$ cat config.mk
export PLATFORM = sky130hd
export DESIGN_NAME = tpra_fifo
export DESIGN_NICKNAME = d
export VERILOG_FILES = /design/src/hdl/two_point_rotation_angle_macros.svh /design/src/hdl/tpra_pkg.sv /design/src/hdl/tpra_fifo.sv
export SDC_FILE = /design/constraint.sdc
export NUM_CORES = 1
export LEC_CHECK = 0
export BUFFER_PORTS_ARGS = -buffer_cell sky130_fd_sc_hd__buf_2
export CORE_MARGIN = 2
export CORE_UTILIZATION = 56
export DETAILED_ROUTE_END_ITERATION = 6
export GPL_TIMING_DRIVEN = 0
export PLACE_DENSITY = 0.91
export SYNTH_ARGS = -nofsm -noshare
export SYNTH_HDL_FRONTEND = slang
export SYNTH_SLANG_ARGS = --single-unit
$ cat constraint.sdc
create_clock -name clk -period 9.1 [get_ports clk]
set_clock_uncertainty 0.15 [all_clocks]
set_input_delay 2.73 -clock clk [delete_from_list [all_inputs] [get_ports clk]]
set_output_delay 2.73 -clock clk [all_outputs]
set_load 0.01 [all_outputs]
$ cat src/hdl/two_point_rotation_angle_macros.svh
// Assertion macros for the two-point rotation angle block.
`ifndef TWO_POINT_ROTATION_ANGLE_MACROS_SVH
`define TWO_POINT_ROTATION_ANGLE_MACROS_SVH
`ifndef NO_ASSERTIONS
// Checked while out of reset.
`define TPRA_ASSERT(lbl, clk, rst, prop) \
  lbl: assert property (@(posedge clk) disable iff (rst) prop) \
    else $error("two_point_rotation_angle: check failed");
// Checked at every edge, reset included.
`define TPRA_ASSERT_ALWAYS(lbl, clk, prop) \
  lbl: assert property (@(posedge clk) prop) \
    else $error("two_point_rotation_angle: reset check failed");
`else
`define TPRA_ASSERT(lbl, clk, rst, prop)
`define TPRA_ASSERT_ALWAYS(lbl, clk, prop)
`endif
`endif

$ cat src/hdl/tpra_pkg.sv
// Shared types, constants and the arctangent table of the rotation angle block.
package tpra_pkg;

  localparam int COORD_WIDTH  = 32;
  localparam int CORDIC_ITERS = 24;
  localparam int GUARD_BITS   = 59 - COORD_WIDTH;
  localparam int DIFF_W       = COORD_WIDTH + 1;
  localparam int VEC_W        = COORD_WIDTH + 2;
  localparam int CORD_W       = VEC_W + GUARD_BITS + 3;
  localparam int ZW           = 34;
  localparam int ANGLE_W      = 25;
  localparam int LIMIT_W      = 16;
  localparam int CFG_IDX_W    = 2;

  localparam logic signed [ZW-1:0] ANG_HALF = ZW'(64'sd180 * 64'sd16777216);
  localparam logic signed [ZW-1:0] ANG_FULL = ZW'(64'sd360 * 64'sd16777216);

  // Output angle limits, plus and minus 180 degrees in Q8.16.
  localparam logic signed [ANGLE_W-1:0] ANGLE_MAX = 25'sd11796480;
  localparam logic signed [ANGLE_W-1:0] ANGLE_MIN = -25'sd11796480;

  localparam logic [CFG_IDX_W-1:0] REG_SWAP_ROLES      = 2'd0;
  localparam logic [CFG_IDX_W-1:0] REG_NEAR_ZERO_LIMIT = 2'd1;

  typedef enum logic [2:0] {
    ST_OK         = 3'd0,
    ST_REF_SAME   = 3'd1,
    ST_VERT_NO_MY = 3'd2,
    ST_HORZ_NO_MX = 3'd3,
    ST_MEAS_ZERO  = 3'd4
  } status_t;

  // One classified item: vector A, and vector B for the general case.
  typedef struct packed {
    logic                    general;
    status_t                 st;
    logic signed [VEC_W-1:0] ax;
    logic signed [VEC_W-1:0] ay;
    logic signed [VEC_W-1:0] bx;
    logic signed [VEC_W-1:0] by;
  } job_t;

  // atan(2^-i) in degrees scaled by 2^24.
  function automatic logic signed [ZW-1:0] atan_val(input logic [4:0] i);
    logic signed [ZW-1:0] v;
    case (i)
      5'd0:  v = 34'sd754974720;
      5'd1:  v = 34'sd445687602;
      5'd2:  v = 34'sd235489088;
      5'd3:  v = 34'sd119537938;
      5'd4:  v = 34'sd60000934;
      5'd5:  v = 34'sd30029717;
      5'd6:  v = 34'sd15018523;
      5'd7:  v = 34'sd7509720;
      5'd8:  v = 34'sd3754917;
      5'd9:  v = 34'sd1877466;
      5'd10: v = 34'sd938734;
      5'd11: v = 34'sd469367;
      5'd12: v = 34'sd234684;
      5'd13: v = 34'sd117342;
      5'd14: v = 34'sd58671;
      5'd15: v = 34'sd29335;
      5'd16: v = 34'sd14668;
      5'd17: v = 34'sd7334;
      5'd18: v = 34'sd3667;
      5'd19: v = 34'sd1833;
      5'd20: v = 34'sd917;
      5'd21: v = 34'sd458;
      5'd22: v = 34'sd229;
      5'd23: v = 34'sd115;
      5'd24: v = 34'sd57;
      5'd25: v = 34'sd29;
      5'd26: v = 34'sd14;
      5'd27: v = 34'sd7;
      5'd28: v = 34'sd4;
      5'd29: v = 34'sd2;
      5'd30: v = 34'sd1;
      default: v = 34'sd0;
    endcase
    return v;
  endfunction

endpackage

$ cat src/hdl/tpra_fifo.sv
// Two-entry queue of classified items between the front and back ends.
module tpra_fifo (
  input  logic           clk,
  input  logic           rst,
  input  logic           wr_en,
  input  tpra_pkg::job_t wr_data,
  output logic           full,
  input  logic           rd_en,
  output logic           rd_valid,
  output tpra_pkg::job_t rd_data
);

  tpra_pkg::job_t mem [2];
  logic           wr_ptr, rd_ptr;
  logic [1:0]     count;
  logic           do_wr, do_rd;

  assign full     = (count == 2'd2);
  assign rd_valid = (count != 2'd0);
  assign rd_data  = mem[rd_ptr];
  assign do_wr    = wr_en && !full;
  assign do_rd    = rd_en && rd_valid;

  always_ff @(posedge clk) begin
    if (do_wr) begin
      mem[wr_ptr] <= wr_data;
    end
  end

  // Pointer and fill count update.
  always_ff @(posedge clk) begin
    if (rst) begin
      wr_ptr <= 1'b0;
      rd_ptr <= 1'b0;
      count  <= 2'd0;
    end else begin
      if (do_wr) wr_ptr <= !wr_ptr;
      if (do_rd) rd_ptr <= !rd_ptr;
      count <= count + 2'(do_wr) - 2'(do_rd);
    end
  end

endmodule

==> impl_metrics.tcl, run 1 <==
set metrics [dict create \
    crit_path_frequent_cell "buf_6" \
    final-setup-viol-count 0 \
    p_switching_mw 0.930 \
    min_path_cells 2 \
    clockPowerShare_pct 27.8 \
    end_kind "primary output" \
    num_rows 50 \
    r2r_end "mem[0][130]$_DFFE_PP_" \
    worstSetupStartpointType "flop" \
    critPathBufInv 4 \
    boundaryPins 286 \
    grt_pass1_vias 5513 \
    final.setup.tns_ns 0 \
    fin_crit_sh_pct 51.9 \
    swShare_pct 25.8 \
    utilization_pct 71.3 \
    totalPowerFinal_mw 3.61 \
    clkTransAtPathRegs_ns 0.06 \
    cts-root-buf "clkbuf_16" \
    syn_nets 608 \
    synth_area_leaders "edfxtp_1 (78%), mux2_4 (14%), mux2_2 (4.2%)" \
    fmax_mhz 212 \
    path_delay_family "buffers and inverters" \
    grt_pass1_wl_um 28700 \
    slowest_delay_ns 0.32 \
    io_buffers 285 \
    path_max_fanout 10 \
    critPathSlowestCell "dfxtp_1" \
    die_h_um 143 \
    cts_sinks 285 \
    area_growth_pct 24.4 \
    route.detailed.wl_per_inst_um 19.1 \
    clock_path_buffers 3 \
    fin_cells 1034 \
    met3WireLength_um 1390 \
    final_nets 926 \
    path_class "flop to primary output" \
    tightest_slew_ns 0.636 \
    die_area_mm2 0.0203 \
    die_x_um 143 \
    whs_endpoint "wr_ptr$_SDFFE_PP0N_" \
    cts_resized 0 \
    worstHoldStart "wr_ptr$_SDFFE_PP0N_" \
    drt_wl_total_um 19800 \
    worst_hold_slack_ns 0.363 \
    p_seq_share_pct 46.2 \
    cts_hold_buf 0 \
    first_pass_iters 5 \
    wl_met1_um 7320 \
    comb_power_share_pct 26.0 \
    outcome "complete, no violations" \
    syn_area_mm2 0.0108 \
    cts_setup_buffers 0 \
    clock_latency_ns 0.52 \
    reg2reg_depth 5 \
    overflow 0 \
    min_path_type "flop to flop" \
    yosys_warnings 0 \
    vdd_drop_max_v 0.000202 \
    powerDensity_mw_per_mm2 270 \
    path_cells "buf_6, buf_8, buf_6, mux2_4, buf_2" \
    reg2reg_slack_ns 6.70 \
    viasPerCell 5.17 \
    drive_above_1_share_pct 60.5 \
    final_common_cell "buf_2" \
    timing_max_transition_violations_final 0 \
    seq_area_frac_synth_pct 79.1 \
    top_layer_used "met5" \
    slew_headroom_pct 57.6 \
    antenna_found_initial 1 \
    ys_ff_latch 285 \
    cts_htree_levels 1 \
    drcViolationCount 0 \
    cp.arrival_ns 1.84 \
    gp_congestion 0.720 \
    route.antenna.remaining_nets 0 \
    start_util_pct 57.3 \
    cts_buffers 28 \
    track_usage_pct 18.6 \
    grt_max_degree 96 \
    core_area_mm2 0.0188 \
    drt_iter0_markers 227 \
    syn-instance-count 462 \
    r2r_start "count[0]$_SDFF_PP0_" \
    dp_cells 984 \
    wl_met2_um 10500 \
    via_count 5344 \
    fin_crit_ns 4.72 \
    final_cell_mix "buf_2 (289), edfxtp_1 (280), mux2_4 (100), mux2_2 (40), clkbuf_16 (29)" \
    hold_violations 0 \
    cts_tree "done" \
    power.leakage_nw 5.25 \
    p_int_mw 2.68 \
    synth.avg_cell_area_um2 23.3 \
    yosysTopAreaCell "edfxtp_1" \
    rsz0062_at_grt "false" \
    drv_cap 0 \
    synth_top_area_share_pct 78.2 \
    yosysUniqueCellTypes 21 \
    cp.required_ns 6.22 \
    hpwl_um 13600 \
]
kinds of logic (layout without fill, tap and decap cells):
family	Yosys count	count (layout)	share of synthesized area (%)
DFF	285	285	79.1
muxes	140	140	18.2
buffers and inverters	20	357	1.62
and+or+nand+nor	9	9	0.454
AOI/OAI and AO/OA	3	3	0.163
xor gates and xnor gates	3	3	0.244
adders and majority gates	2	2	0.233
other	0	1	0
sequential cells by signal, summed over array words and instances (netlist names), named ones only:
signal  count
rd_ptr      1
count       2
wr_ptr      1
mem       280
worst max-delay path by stage:
| stage | from | endpoint | slack (ns) | cells past startpoint |
|---|---|---|---|---|
| finish | flop | rd_data[73] | 4.38 | 5 |
| global route | flop | rd_data[73] | 4.28 | 5 |
| CTS | flop | rd_data[73] | 4.31 | 5 |
| detailed placement | wr_en | mem[0][40]$_DFFE_PP_ | 4.36 | 5 |
| global placement | wr_en | mem[1][131]$_DFFE_PP_ | 0.73 | 2 |
| floorplan | wr_en | mem[1][0]$_DFFE_PP_ | 2.44 | 1 |
layout make-up:
type,instances,area (um2)
flip-flops and latches,285,8510
fillers,1148,5390
multi-input cells,157,2070
repair buffers,288,1510
clock buffers,35,748
well taps,234,293
plain buffers,16,159
clock inverters,14,60.1
inverters,4,20.0
diodes,1,2.50
power groups by stage:
| stage | Sequential, mW | Combinational [mW] | Clock [mW] |
|---|---|---|---|
| finish | 1.67 | 0.937 | 1.00 |
| global route | 1.68 | 1.00 | 1.07 |
| CTS | 1.67 | 0.954 | 1.03 |
| detailed placement | 1.70 | 0.950 | 0 |
| global placement | 1.72 | 0.915 | 0 |
| floorplan | 1.70 | 0.621 | 0 |
routing by layer:
| layer | vias to the layer above | track usage (%) |
|---|---|---|
| li1 | 2474 | - |
| met1 | 2607 | 21.3 |
| met2 | 217 | 33.9 |
| met3 | 44 | 5.11 |
| met4 | 2 | 5.73 |
| met5 | - | 0 |
through the flow:
stage                     instance area (um2)  setup WS [ns]
after floorplan                         10800           2.44
after global placement                  12500          0.726
after detailed placement                12600           4.36
after CTS                               13400           4.31
after global routing                    13400           4.28
final                                   13400           4.38
synthesized netlist by cell type:
| library cell | count |
|---|---|
| mux2_4 | 100 |
| mux2_2 | 40 |
| o21a_1 | 1 |
| nand2b_2 | 1 |
| edfxtp_1 | 280 |
| dfxtp_1 | 5 |
| or2_2 | 1 |
| buf_6 | 11 |
| or3_1 | 1 |
| nor2_1 | 3 |
| ha_1 | 2 |
| xor2_1 | 1 |
| buf_8 | 1 |
| xnor2_1 | 2 |
| buf_2 | 4 |
| nor2b_1 | 1 |
| o21ai_0 | 1 |
| nand2_1 | 1 |
| and3_1 | 1 |
| a21oi_1 | 1 |
| inv_1 | 4 |
tightest hold or removal path, cell delays in order, from the launching register on:
cell and delay, ns:
dfxtp_1 0.32, o21ai_0 0.08, a21oi_1 0.06
No activity file was read; power rests on OpenSTA's default activity.
==> inputs of run 2 (changes only) <==
--- a/config.mk
+++ b/config.mk
@@ -7,10 +7,10 @@
 export LEC_CHECK = 0
 export BUFFER_PORTS_ARGS = -buffer_cell sky130_fd_sc_hd__buf_2
 export CORE_MARGIN = 2
-export CORE_UTILIZATION = 56
+export CORE_UTILIZATION = 52
 export DETAILED_ROUTE_END_ITERATION = 6
 export GPL_TIMING_DRIVEN = 0
-export PLACE_DENSITY = 0.91
+export PLACE_DENSITY = 0.86
 export SYNTH_ARGS = -nofsm -noshare
 export SYNTH_HDL_FRONTEND = slang
 export SYNTH_SLANG_ARGS = --single-unit
==> constraint.sdc (replaced) <==
create_clock -name clk -period 4.4 [get_ports clk]
set_clock_uncertainty 0.15 [all_clocks]
set_input_delay 1.32 -clock clk [delete_from_list [all_inputs] [get_ports clk]]
set_output_delay 1.32 -clock clk [all_outputs]
set_load 0.01 [all_outputs]
==> impl_metrics.tcl, run 2 (synthesized netlist as in run 1, its figures left out) <==
set metrics [dict create \
    timing_max_transition_violations_final 0 \
    cts_htree_levels 1 \
    dp_cells 1022 \
    totalPowerFinal_mw 7.93 \
    start_util_pct 53.1 \
    grt_pass1_vias 5702 \
    fillers 1342 \
    powerDensity_mw_per_mm2 581 \
    die_x_um 148 \
    place_ws_ns 0.997 \
    final_common_cell "buf_2" \
    boundaryPins 286 \
    cp.arrival_ns 1.83 \
    io_buffers 285 \
    place_area_mm2 0.0126 \
    path_delay_family "buffers and inverters" \
    crit_path_frequent_cell "buf_6" \
    core_area_mm2 0.0202 \
    area_growth_pct 26.9 \
    reg2reg_depth 6 \
    antenna_found_initial 2 \
    viasPerCell 4.99 \
    final_nets 929 \
    reg_top3 "mem x280, count x2" \
    fmax_mhz 303 \
    drv_cap 0 \
    overflow 0 \
    top_register "mem" \
    hpwl_um 14000 \
    cts_buffers 29 \
    cp.depth 5 \
    drt_iter0_markers 181 \
    route.antenna.remaining_nets 0 \
    clock_path_buffers 3 \
    vdd_drop_max_v 0.000451 \
    drive_above_1_share_pct 61.5 \
    rsz0062_at_grt "false" \
    reg2reg_slack_ns 1.91 \
    worstSetupStartpointType "flop" \
    largest_register_ff_count 280 \
    cts_tree "done" \
    path_cells "buf_6, buf_8, buf_6, mux2_4, buf_2" \
    track_usage_pct 18.1 \
    power.leakage_nw 5.35 \
    worstSetupEndpoint "rd_data[75]" \
    hold_violations 0 \
    critPathBufInv 4 \
    min_path_type "flop to flop" \
    tightest_slew_ns 0.692 \
    path_max_fanout 10 \
    cp.required_ns 2.93 \
    slowest_delay_ns 0.32 \
    fin_crit_ns 3.30 \
    first_pass_iters 4 \
    cts_resized 0 \
    cts_hold_buf 0 \
    grt_pass1_wl_um 30300 \
    end_kind "primary output" \
    via_count 5372 \
    critPathSlowestCell "dfxtp_1" \
    die_area_mm2 0.0218 \
    gp_congestion 0.738 \
    cts-root-buf "clkbuf_16" \
    final_cell_mix "buf_2 (289), edfxtp_1 (280), mux2_4 (100), mux2_2 (40), clkbuf_16 (29)" \
    num_rows 52 \
    cts_sinks 285 \
    die_h_um 148 \
    cts_setup_buffers 0 \
    clkTransAtPathRegs_ns 0.06 \
    route.detailed.wl_per_inst_um 18.7 \
    drcViolationCount 0 \
    fin_cells 1076 \
    drt_wl_total_um 20100 \
    outcome "complete, no violations" \
    design_area_mm2 0.0136 \
    slew_headroom_pct 53.8 \
    path_class "flop to primary output" \
    final.setup.tns_ns 0 \
    fin_crit_sh_pct 75.0 \
    grt_max_degree 53 \
    clock_latency_ns 0.53 \
    r2r_start "count[0]$_SDFF_PP0_" \
    r2r_end "mem[0][40]$_DFFE_PP_" \
    final-setup-viol-count 0 \
    setup_slack_ns 1.10 \
]
[run 2: cell count changes in the layout (fill, tap and decap cells not counted)]
cell and change:
buf_12 +3, clkinv_1 -1, clkinvlp_4 +3, clkbuf_1 -5, clkinv_4 +3, buf_16 -1
bufinv_16 +6, clkinv_2 -2
[run 2: metrics by stage]
stage	utilization, %	hold slack [ns]
after floorplan	-	0.301
after global placement	61.9	0.323
after detailed placement	62.5	0.354
after CTS	67.4	0.363
after global routing	67.4	0.382
final	67.4	0.365
[run 2: worst min-delay path by stage]
| stage | cells after the start | slack, ns | start | endpoint |
|---|---|---|---|---|
| global route | 2 | 0.38 | wr_ptr$_SDFFE_PP0N_ | wr_ptr$_SDFFE_PP0N_ |
| floorplan | 2 | 0.30 | wr_ptr$_SDFFE_PP0N_ | wr_ptr$_SDFFE_PP0N_ |
| detailed placement | 2 | 0.35 | wr_ptr$_SDFFE_PP0N_ | wr_ptr$_SDFFE_PP0N_ |
| global placement | 2 | 0.32 | wr_ptr$_SDFFE_PP0N_ | wr_ptr$_SDFFE_PP0N_ |
| CTS | 2 | 0.36 | wr_ptr$_SDFFE_PP0N_ | wr_ptr$_SDFFE_PP0N_ |
| finish | 2 | 0.37 | wr_ptr$_SDFFE_PP0N_ | wr_ptr$_SDFFE_PP0N_ |
[run 2: report_power, final]
| part | switching, mW | leakage (nW) | internal, mW | total (mW) |
|---|---|---|---|---|
| logic | 0.964 | 2.20 | 0.996 | 1.96 |
| clock network | 0.968 | 0.487 | 1.55 | 2.52 |
| registers | 0.0831 | 2.66 | 3.37 | 3.45 |
| total | 2.02 | 5.35 | 5.92 | 7.93 |
[run 2: metal layers]
metal / vias up / GRT usage [%] / wire, um / share of wire [%]
li1: 2480 / - / - / -
met1: 2620 / 20.0 / 7110 / 35
met2: 227 / 33.3 / 10700 / 53
met3: 45 / 5.49 / 1630 / 8.1
met4: 0 / 5.77 / 611 / 3.0
met5: - / 0 / 0 / 0
[run 2: worst register-to-register path: cells and delay by family (launching register included)]
kind,cells,cell delay (ns)
flip-flops,1,0.39
AND/OR/NAND/NOR,2,0.52
buffers and inverters,4,1.07
[run 2: layout make-up]
| type | count | area [um2] | share of cell area, % |
|---|---|---|---|
| multi-input combinational | 157 | 2070 | 15.2 |
| inverter | 4 | 18.8 | 0.138 |
| clock inverter | 23 | 277 | 2.03 |
| buffer | 16 | 159 | 1.16 |
| sequential | 285 | 8510 | 62.3 |
| timing repair buffer | 290 | 1540 | 11.3 |
| clock buffer | 30 | 729 | 5.34 |
| antenna | 1 | 2.50 | 0.0183 |
| tap | 270 | 338 | 2.48 |
==> inputs of run 3 (changes only) <==
--- a/config.mk
+++ b/config.mk
@@ -5,6 +5,7 @@
 export SDC_FILE = /design/constraint.sdc
 export NUM_CORES = 1
 export LEC_CHECK = 0
+export ABC_AREA = 1
 export BUFFER_PORTS_ARGS = -buffer_cell sky130_fd_sc_hd__buf_2
 export CORE_MARGIN = 2
 export CORE_UTILIZATION = 52
==> constraint.sdc (replaced) <==
create_clock -name clk -period 3.16 [get_ports clk]
set_clock_uncertainty 0.15 [all_clocks]
set_input_delay 0.948 -clock clk [delete_from_list [all_inputs] [get_ports clk]]
set_output_delay 0.948 -clock clk [all_outputs]
set_load 0.01 [all_outputs]
==> impl_metrics.tcl, run 3 <==
set metrics [dict create \
    rsz0062_at_grt "false" \
    synth_area_leaders "edfxtp_1 (78%), mux2_4 (14%), mux2_2 (4.2%)" \
    critPathBufInv 4 \
    outcome "complete, no violations" \
    min_path_type "flop to flop" \
    slew_headroom_pct 63.8 \
    cts_buffers 27 \
    via_count 5470 \
    cts_sinks 285 \
    crit_path_frequent_cell "buf_6" \
    route.detailed.wl_per_inst_um 19.3 \
    path_max_fanout 10 \
    seq_area_frac_synth_pct 79.0 \
    power.leakage_nw 5.30 \
    reg_top3 "mem x280, count x2" \
    end_kind "primary output" \
    clkTransAtPathRegs_ns 0.06 \
    final_cell_mix "buf_2 (289), edfxtp_1 (280), mux2_4 (100), mux2_2 (40), clkbuf_16 (27)" \
    timing_max_transition_violations_final 0 \
    fillers 1358 \
    route.antenna.remaining_nets 0 \
    cts_hold_buf 0 \
    cts_resized 0 \
    num_rows 52 \
    grt_pass1_wl_um 30800 \
    first_pass_iters 4 \
    drt_wl_total_um 20900 \
    num_antenna_cells 0 \
    syn_area_mm2 0.0108 \
    synth_top_area_share_pct 78.1 \
    cts_setup_buffers 0 \
    cts-root-buf "clkbuf_16" \
    cp.required_ns 2.06 \
    r2r_start "count[0]$_SDFF_PP0_" \
    final_common_cell "buf_2" \
    tightest_slew_ns 0.542 \
    path_class "flop to primary output" \
    final.setup.tns_ns 0 \
    path_cells "buf_6, buf_8, buf_6, mux2_4, buf_2" \
    core_area_mm2 0.0203 \
    antenna_found_initial 1 \
    track_usage_pct 18.2 \
    fin_crit_ns 2.96 \
    synth-edff-count 280 \
    drive_above_1_share_pct 60.0 \
    yosysTopAreaCell "edfxtp_1" \
    clock_latency_ns 0.52 \
    powerDensity_mw_per_mm2 786 \
    final_nets 942 \
    die_h_um 148 \
    vdd_drop_max_v 0.000523 \
    yosysUniqueCellTypes 13 \
    io_buffers 285 \
    drv_cap 0 \
    worstHoldStart "rd_ptr$_SDFFE_PP0P_" \
    grt_max_degree 42 \
    die_x_um 148 \
    largest_register_ff_count 280 \
    fmax_mhz 338 \
    clock_path_buffers 3 \
    start_util_pct 53.0 \
    cts_htree_levels 1 \
    ys_ff_latch 285 \
    worstSetupStartpointType "flop" \
    use_met1_pct 20.9 \
    boundaryPins 286 \
    viasPerCell 5.04 \
    cts_tree "done" \
    drt_iter0_markers 218 \
    synth.top_cells.by_count "edfxtp_1 (280), mux2_4 (100), mux2_2 (40), buf_6 (11)" \
    grt_pass1_vias 5654 \
    hold_violations 0 \
    synth_async_sr_flop_share_pct 0 \
    synth.avg_cell_area_um2 22.7 \
    die_area_mm2 0.0219 \
    synth_most_common_cell "edfxtp_1" \
    worst_hold_slack_ns 0.365 \
    final-setup-viol-count 0 \
    syn_nets 620 \
    utilization_pct 66.6 \
    overflow 0 \
    drcViolationCount 0 \
    syn-instance-count 474 \
    top_register "mem" \
    reg2reg_slack_ns 0.90 \
    fin_crit_sh_pct 93.7 \
    critPathSlowestCell "mux2_4" \
    multi_input_area_mm2 0.00209 \
    cp.arrival_ns 1.86 \
    gp_congestion 0.735 \
    totalPowerFinal_mw 10.6 \
    grt_use_met3_pct 5.56 \
    yosys_warnings 0 \
    top_usage_layer "met2" \
    slowest_delay_ns 0.33 \
    area_growth_pct 25.6 \
    grt_use_met2_pct 33.2 \
    ys.flop_type "edfxtp_1" \
    seqCellArea_mm2 0.00851 \
    path_delay_family "buffers and inverters" \
    hpwl_um 14600 \
]
[run 3: metal layers]
metal / wire length, um / vias to the layer above / share of wire [%]
met2: 10900 / 237 / 52
met1: 7550 / 2677 / 36
li1: - / 2516 / -
met5: 11 / - / 0.053
met3: 1900 / 38 / 9.1
met4: 505 / 2 / 2.4
[run 3: area by class of cell]
cell class | count | area share, %
Multi-Input combinational cell | 164 | 15.4
Inverter | 9 | 0.278
Clock buffer | 32 | 5.14
Buffer | 16 | 1.18
Tap cell | 270 | 2.50
Sequential cell | 285 | 62.9
Clock inverter | 16 | 0.750
Timing Repair Buffer | 293 | 11.8
[run 3: cells by family (layout without fill, tap and decap cells)]
logic type               Yosys count  after routing  share of synthesized area (%)
AO/OA/AOI/OAI                      2              2                         0.0930
adder cells (fa/ha/maj)            2              2                          0.232
buffers and inverters             25            366                           1.79
flip-flops                       285            285                           79.0
multiplexers                     140            140                           18.1
AND/OR/NAND/NOR                   20             20                          0.732
[run 3: path summary, 6_finish.rpt]
check | to | depth (start not counted)
worst min register to register | rd_ptr$_SDFFE_PP0P_ | 2
worst max-delay path | rd_data[57] | 5
worst min-delay path | rd_ptr$_SDFFE_PP0P_ | 2
worst max register to register | mem[1][104]$_DFFE_PP_ | 6
[run 3: worst register-to-register path, stage by stage (launching register included)]
cell and delay [ns]:
dfxtp_1 0.35, inv_1 0.06, nand2_1 0.19, nand3_2 0.14
clkinvlp_4 0.41, buf_12 0.32, buf_12 0.30
[run 3: report_power, final]
| group | switching, mW | internal (mW) |
|---|---|---|
| clock network | 1.27 | 1.64 |
| logic | 1.40 | 1.40 |
| registers | 0.136 | 4.78 |
[run 3: stage by stage]
stage | cells | area [um2] | worst slack, ns
floorplan | 474 | 10800 | -0.486
global placement | 1029 | 12600 | -1.78
detailed placement | 1037 | 12700 | 0.415
CTS | 1085 | 13500 | 0.154
global route | 1085 | 13500 | 0.131
finish | 1085 | 13500 | 0.199
